--- src/rtl/asfc_pkg.sv ---
// ----------------------------------------------------------------------------
// asfc_pkg
// Types, mode codes and conversion functions for the sample format converter.
// ----------------------------------------------------------------------------
package asfc_pkg;

  typedef enum logic [1:0] {
    MODE_S16_TO_F32 = 2'd0,
    MODE_S16_TO_S24 = 2'd1,
    MODE_F32_TO_S16 = 2'd2,
    MODE_S24_TO_S16 = 2'd3
  } conv_mode_t;

  typedef struct packed {
    logic [31:0] sample_in;
    logic        is_last;
  } in_item_t;

  typedef struct packed {
    logic [31:0] sample_out;
    logic        is_last_out;
  } out_item_t;

  // Signed 16-bit to IEEE single, value s / 32768.
  function automatic logic [31:0] s16_to_f32(input logic [15:0] s);
    logic [15:0] mag;
    logic [3:0]  p;
    logic [15:0] norm;
    logic [7:0]  expo;
    begin
      mag = s[15] ? (16'd0 - s) : s;
      p = 4'd0;
      for (int i = 0; i < 16; i++) begin
        if (mag[i]) p = 4'(i);
      end
      norm = mag << (4'd15 - p);
      expo = 8'd112 + {4'd0, p};
      if (s == 16'd0) s16_to_f32 = 32'd0;
      else if (mag[15]) s16_to_f32 = {s[15], 8'd127, 23'd0};
      else s16_to_f32 = {s[15], expo, norm[14:0], 8'd0};
    end
  endfunction

  // IEEE single x to signed 16-bit: round(x * 2^31) ties even, then floor / 65536.
  function automatic logic [15:0] f32_to_s16(input logic [31:0] raw);
    logic        sgn;
    logic [7:0]  e;
    logic [22:0] frac;
    logic [23:0] m;
    logic [4:0]  k;
    logic [55:0] ext;
    logic [31:0] mag;
    logic [23:0] rem;
    logic [23:0] half;
    logic        up;
    logic [32:0] biased;
    logic [15:0] hi;
    begin
      sgn  = raw[31];
      e    = raw[30:23];
      frac = raw[22:0];
      m    = (e == 8'd0) ? {1'b0, frac} : {1'b1, frac};
      k    = 5'd0;
      ext  = 56'd0;
      rem  = 24'd0;
      half = 24'd0;
      up   = 1'b0;
      mag  = 32'd0;
      if (e >= 8'd119) begin
        // exponent 119..126 shift left 0..7
        mag = 32'({m, 7'd0} >> (5'd7 - 5'(e - 8'd119)));
      end else if (e >= 8'd94 || e == 8'd0) begin
        k    = (e == 8'd0) ? 5'd0 : 5'(8'd119 - e);
        if (e == 8'd0) begin
          // shift 118 is far beyond the range: zero magnitude
          mag = 32'd0;
        end else begin
          ext  = {m, 32'd0} >> k;
          mag  = 32'(ext[55:32]);
          rem  = ext[31:8];
          half = 24'h800000;
          up   = (rem > half) || (rem == half && mag[0]);
          mag  = mag + {31'd0, up};
        end
      end
      biased = {1'b0, mag} + 33'd65535;
      hi = sgn ? (16'd0 - biased[31:16]) : mag[31:16];
      if (e == 8'hff) f32_to_s16 = (frac != 23'd0) ? 16'd0 : (sgn ? 16'h8000 : 16'h7fff);
      else if (e >= 8'd127) f32_to_s16 = sgn ? 16'h8000 : 16'h7fff;
      else if (mag == 32'd0) f32_to_s16 = 16'd0;
      else f32_to_s16 = hi;
    end
  endfunction

endpackage

--- src/rtl/asfc_core.sv ---
// ----------------------------------------------------------------------------
// asfc_core
// Combinational conversion of one registered sample by mode.
// ----------------------------------------------------------------------------
module asfc_core (
  input  asfc_pkg::conv_mode_t mode,
  input  asfc_pkg::in_item_t   item_in,
  output asfc_pkg::out_item_t  item_out
);
  import asfc_pkg::*;

  logic [31:0] res;

  always_comb begin
    unique case (mode)
      MODE_S16_TO_F32: res = s16_to_f32(item_in.sample_in[15:0]);
      MODE_S16_TO_S24: res = {8'd0, item_in.sample_in[15:0], 8'd0};
      MODE_F32_TO_S16: res = {16'd0, f32_to_s16(item_in.sample_in)};
      MODE_S24_TO_S16: res = {16'd0, item_in.sample_in[23:8]};
      default:         res = 32'd0;
    endcase
    item_out.sample_out  = res;
    item_out.is_last_out = item_in.is_last;
  end
endmodule

--- src/rtl/audio_sample_format_converter.sv ---
// ----------------------------------------------------------------------------
// audio_sample_format_converter
// Converts one audio sample per transfer between PCM widths and between PCM and float.
// ----------------------------------------------------------------------------
//  channel | direction | handshake            | payload
//  in_     | input     | in_valid / in_stall  | in_item_t (sample_in, is_last)
//  out_    | output    | out_valid / out_stall| out_item_t (sample_out, is_last_out)
//  cfg_    | input     | cfg_wr_en            | cfg_wr_data (conversion_mode)
//
// One sample per cycle when not stalled; input register, then result register.
// rst_n is synchronous and clears both valid flags and the mode to s16->float.
// A stall on out_ holds the result; the input register advances whenever the
// result register is free or being drained, so in_stall is out_stall while full.
// ----------------------------------------------------------------------------
module audio_sample_format_converter (
  input  logic                clk,
  input  logic                rst_n,
  input  logic                in_valid,
  output logic                in_stall,
  input  asfc_pkg::in_item_t  in_data,
  output logic                out_valid,
  input  logic                out_stall,
  output asfc_pkg::out_item_t out_data,
  input  logic                cfg_wr_en,
  input  logic [1:0]          cfg_wr_data
);
  import asfc_pkg::*;

  conv_mode_t mode_r;
  in_item_t   in_r;
  logic       in_vld_r;
  out_item_t  out_r;
  logic       out_vld_r;
  out_item_t  conv;
  logic       out_free;
  logic       in_free;

  assign out_free = !out_vld_r || !out_stall;
  assign in_free  = !in_vld_r || out_free;
  assign in_stall = !in_free;
  assign out_valid = out_vld_r;
  assign out_data  = out_r;

  asfc_core u_core (.mode(mode_r), .item_in(in_r), .item_out(conv));

  always_ff @(posedge clk) begin
    if (!rst_n) begin
      mode_r    <= MODE_S16_TO_F32;
      in_vld_r  <= 1'b0;
      out_vld_r <= 1'b0;
    end else begin
      if (cfg_wr_en) mode_r <= conv_mode_t'(cfg_wr_data);
      if (in_free) in_vld_r <= in_valid;
      if (out_free) out_vld_r <= in_vld_r;
    end
  end

  always_ff @(posedge clk) begin
    if (in_free && in_valid) in_r <= in_data;
    if (out_free && in_vld_r) out_r <= conv;
  end

  a_hold: assert property (@(posedge clk) disable iff (!rst_n)
    out_vld_r && out_stall |=> out_vld_r && $stable(out_r))
    else $error("result changed under stall");
  a_fill: assert property (@(posedge clk) disable iff (!rst_n)
    in_vld_r && out_free |=> out_vld_r)
    else $error("staged item lost");
  a_ready: assert property (@(posedge clk) disable iff (!rst_n)
    !out_vld_r |-> !in_stall)
    else $error("stall with empty result register");
endmodule
--- config.mk ---
export PLATFORM = sky130hd
export DESIGN_NAME = audio_sample_format_converter
export DESIGN_NICKNAME = d
export VERILOG_FILES = /design/src/rtl/asfc_pkg.sv /design/src/rtl/asfc_core.sv /design/src/rtl/audio_sample_format_converter.sv
export SDC_FILE = /design/constraint.sdc
export NUM_CORES = 1
export LEC_CHECK = 0
export ABC_AREA = 1
export BUFFER_PORTS_ARGS = -buffer_cell sky130_fd_sc_hd__buf_2
export CORE_MARGIN = 5
export CORE_UTILIZATION = 45
export DETAILED_ROUTE_END_ITERATION = 10
export GPL_TIMING_DRIVEN = 0
export SYNTH_ARGS = -nofsm -noshare
export SYNTH_HDL_FRONTEND = slang
export SYNTH_SLANG_ARGS = --single-unit
--- constraint.sdc ---
create_clock -name clk -period 16.3 [get_ports clk]
set_input_delay 0 -clock clk [delete_from_list [all_inputs] [get_ports clk]]
set_output_delay 0 -clock clk [all_outputs]
set_load 0.02 [all_outputs]
==> results.py <==
metrics = {
    "sta": {
        "setup-tns-final_ns": 0,
        "finalClockSkew_ns": 0.0116,
        "hold_ws_ns": 0.354,
        "final_hold_viol_count": 0,
        "setup_violations": 0,
        "fin_crit_ns": 7.96,
        "fin_crit_sh_pct": 48.9,
        "max_freq_mhz": 126,
        "relSlewSlack_pct": 44.4,
        "rsz0062_at_grt": "no",
        "worstMarginPinSlew_ns": 0.832,
        "maxSlewViolCount": 0,
    },
    "worst_setup_path": {
        "crit_slowest_cell": "edfxtp_1",
        "required_ns": 16.38,
        "cpPeakStageDelay_ns": 0.46,
        "crit_path_frequent_cell": "nand2_1",
        "cp-end-kind": "flop",
        "startpoint_type": "flop",
        "critPathArrivalTime_ns": 8.04,
        "cp_max_fo": 11,
        "critical_path_class": "flop to flop",
    },
    "power_and_ir_drop": {
        "seqPwrFrac_pct": 28.2,
        "p_leak_nw": 5.12,
        "p_comb_share_pct": 45.2,
        "p_per_area_nw_per_um2": 71.5,
        "pwr-share-clk_pct": 26.6,
        "swShare_pct": 43.1,
        "peakVddDrop_mv": 0.0548,
        "p_int_uw": 434,
        "switchingPower_uw": 329,
    },
    "drt": {
        "dr.max_layer_used": "met4",
        "wire_per_inst_um": 18.1,
        "drc": 0,
        "wirelength_mm": 35.2,
        "wl_met2_mm": 15.8,
        "dr.first_iter.drc_count": 1035,
        "via_per_inst": 5.71,
        "dr.pass1.iters": 5,
        "route.met3.wl_mm": 2.74,
        "route.antenna.remaining_nets": 0,
        "drt-met1-wl_mm": 15.4,
        "vias": 11100,
    },
    "cells_and_area": {
        "area_growth_syn_to_layout_pct": 15.5,
        "drive_above_1_share_pct": 15.0,
        "diodes": 0,
        "final_nets": 1718,
    },
    "yosys": {
        "synthesis.nets": 1593,
        "synth_top_family_by_area": "simple AND/OR/NAND/NOR gates",
        "synth_compound_area_share_pct": 10.0,
        "synthMuxAreaShare_pct": 0,
        "synth_area_um2": 9240,
        "avgSynthCellArea_um2": 5.98,
        "synth-xor-area-share_pct": 2.17,
        "yosys_warnings": 0,
        "ys_seq_elements": 67,
        "yosysSeqAreaShare_pct": 21.3,
        "synthCells": 1546,
        "synth-simple-area-share_pct": 53.8,
        "synthAdderAreaFrac_pct": 0.948,
        "ys_types": 55,
    },
    "clocking": {
        "clockRootBuffer": "clkbuf_16",
        "cts_buffers": 9,
        "cts_num_sinks": 67,
        "clock_path_buffers": 2,
        "post_cts_buffers": 0,
        "h-tree-depth": 3,
        "worst_skew_pair.late_latency_ns": 0.35,
        "cts_tree": "done",
        "clk_pin_slew_ns": 0.07,
    },
    "placed_design": {
        "dpl.hpwl_mm": 27.5,
        "gp_congestion": 1.00,
        "port_buffers": 73,
    },
    "grt": {
        "grt_max_degree": 34,
        "grt_pass1_wl_mm": 55.5,
        "grt.total_usage_pct": 29.3,
        "grt-ovfl-total": 0,
        "antenna_found_initial": 0,
        "grt_pass1_vias": 10300,
    },
    "floorplan": {
        "initial_utilization_pct": 45.7,
        "die_h_um": 153,
        "num_rows": 52,
        "dieArea_um2": 23500,
        "io_pins": 75,
        "core_area_um2": 20200,
        "die_w_um": 153,
    },
    "job": {
        "cap_violations": 0,
    },
    "worst_hold_path": {
        "hp-class": "input pin to flop",
    },
    "outcome": {
        "run_status": "completed",
    },
}
==> registers in the layout, indices dropped and copies added, names as in the netlist <==
register	flops
out_data	30
in_vld_r	1
out_valid	1
mode_r	2
in_r	33
==> worst max-delay path: cells and delay by family, from the launching register on <==
kind	cells	cell delay, ns
and+or+nand+nor	26	2.58
AOI/OAI and AO/OA	8	1.95
buffers and inverters	6	1.18
adders and majority gates	4	1.05
DFF	1	0.46
xor gates and xnor gates	2	0.46
==> cell families after synthesis <==
logic type,count (synthesis)
adders and majority gates,7
other,1
xor gates and xnor gates,22
buffers and inverters,227
DFF,67
and+or+nand+nor,1056
AOI/OAI and AO/OA,166
==> layout by cell type, fill, tap and decap left out, types with 6 or more instances in the layout <==
cell type / instances
dlygate4sd3_1: 40
nand3_2: 24
inv_1: 139
nor4_1: 7
nand3b_1: 6
o21ai_1: 9
nor2_4: 9
inv_2: 13
buf_2: 97
nand2_4: 6
a21oi_1: 32
nand2_1: 493
edfxtp_1: 63
xor2_1: 17
nor3_1: 14
nor2_1: 134
ha_1: 7
nor2_2: 14
nand4_1: 33
buf_6: 12
nand2_2: 29
clkbuf_1: 17
buf_4: 6
a31oi_1: 8
clkbuf_16: 9
o22ai_1: 12
nand3_1: 271
o21ai_0: 83
==> layer usage <==
layer  vias to the layer above  track usage [%]
met3                        98             4.24
met4                         0             10.9
met5                         -                0
met2                       508             47.3
met1                      5121             39.9
li1                       5382                -
==> timing repair <==
| item | CTS | global route |
|---|---|---|
| hold endpoints to repair | 37 | 0 |
| hold buffers | 40 | 0 |
| gates resized for setup | 0 | 0 |
==> cells in the mapped netlist, drive strengths merged <==
master   number  area, um^2
inv         155         594
a21o          1        7.51
o21ai        93         469
o31ai         3        22.5
nor3         14        70.1
a2111o        1        11.3
nand4        33         206
or2           2        12.5
clkbuf       17        67.6
o21a          2        15.0
nor3b         1        7.51
o211ai        4        30.0
o22ai        12        75.1
nand3b        6        45.0
xnor2         4        35.0
buf          51         394
clkinv        4        20.0
o221ai        4        35.0
xor2         18         165
nand2       531        2160
a21oi        35         183
nor2        161         772
o2111ai       1        8.76
a31oi         8        50.1
dfxtp         4        80.1
edfxtp       63        1890
ha            7        87.6
a32o          1        10.0
nand3       297        1630
and2          4        25.0
a211oi        1        7.51
conb          1        3.75
nor4          7        43.8
==> final timing paths <==
| path | from | end | slack, ns | cells after the start |
|---|---|---|---|---|
| worst max-delay path | in_r[24] | out_data[11] | 8.34 | 46 |
| worst max register to register | in_r[24] | out_data[11] | 8.34 | 46 |
| worst min-delay path | in_data[4] | in_r[4] | 0.35 | 2 |
| worst min register to register | in_r[0] | out_data[0] | 0.42 | 0 |
==> metrics by stage <==
stage | instance area (um^2) | instances | util [%] | power, mW | setup slack [ns]
4_1_cts | 10700 | 1946 | 52.8 | 0.758 | 8.50
3_5_place_dp | 9970 | 1890 | 49.3 | 0.547 | 8.55
2_1_floorplan | 9240 | 1546 | - | 0.457 | 10.23
5_1_grt | 10700 | 1946 | 52.8 | 0.811 | 7.78
3_3_place_gp | 9940 | 1889 | 49.1 | 0.547 | 8.54
6_report | 10700 | 1946 | 52.8 | 0.763 | 8.34
==> power groups by stage <==
stage | registers (mW) | logic, mW | clock network (mW)
after floorplan | 0.221 | 0.236 | 0
after global placement | 0.219 | 0.329 | 0
after detailed placement | 0.218 | 0.329 | 0
after CTS | 0.215 | 0.339 | 0.204
after global routing | 0.216 | 0.382 | 0.212
final | 0.215 | 0.345 | 0.203
==> final cells by class <==
| cell class | instances | area, um^2 |
|---|---|---|
| multi-input cells | 1252 | 6200 |
| clock inverters | 6 | 72.6 |
| clock buffers | 10 | 229 |
| well taps | 270 | 338 |
| flip-flops and latches | 67 | 1970 |
| inverters | 159 | 614 |
| plain buffers | 68 | 462 |
| fillers | 2193 | 9560 |
| repair buffers | 114 | 786 |
Note: power is estimated with default switching activity, not from simulation.
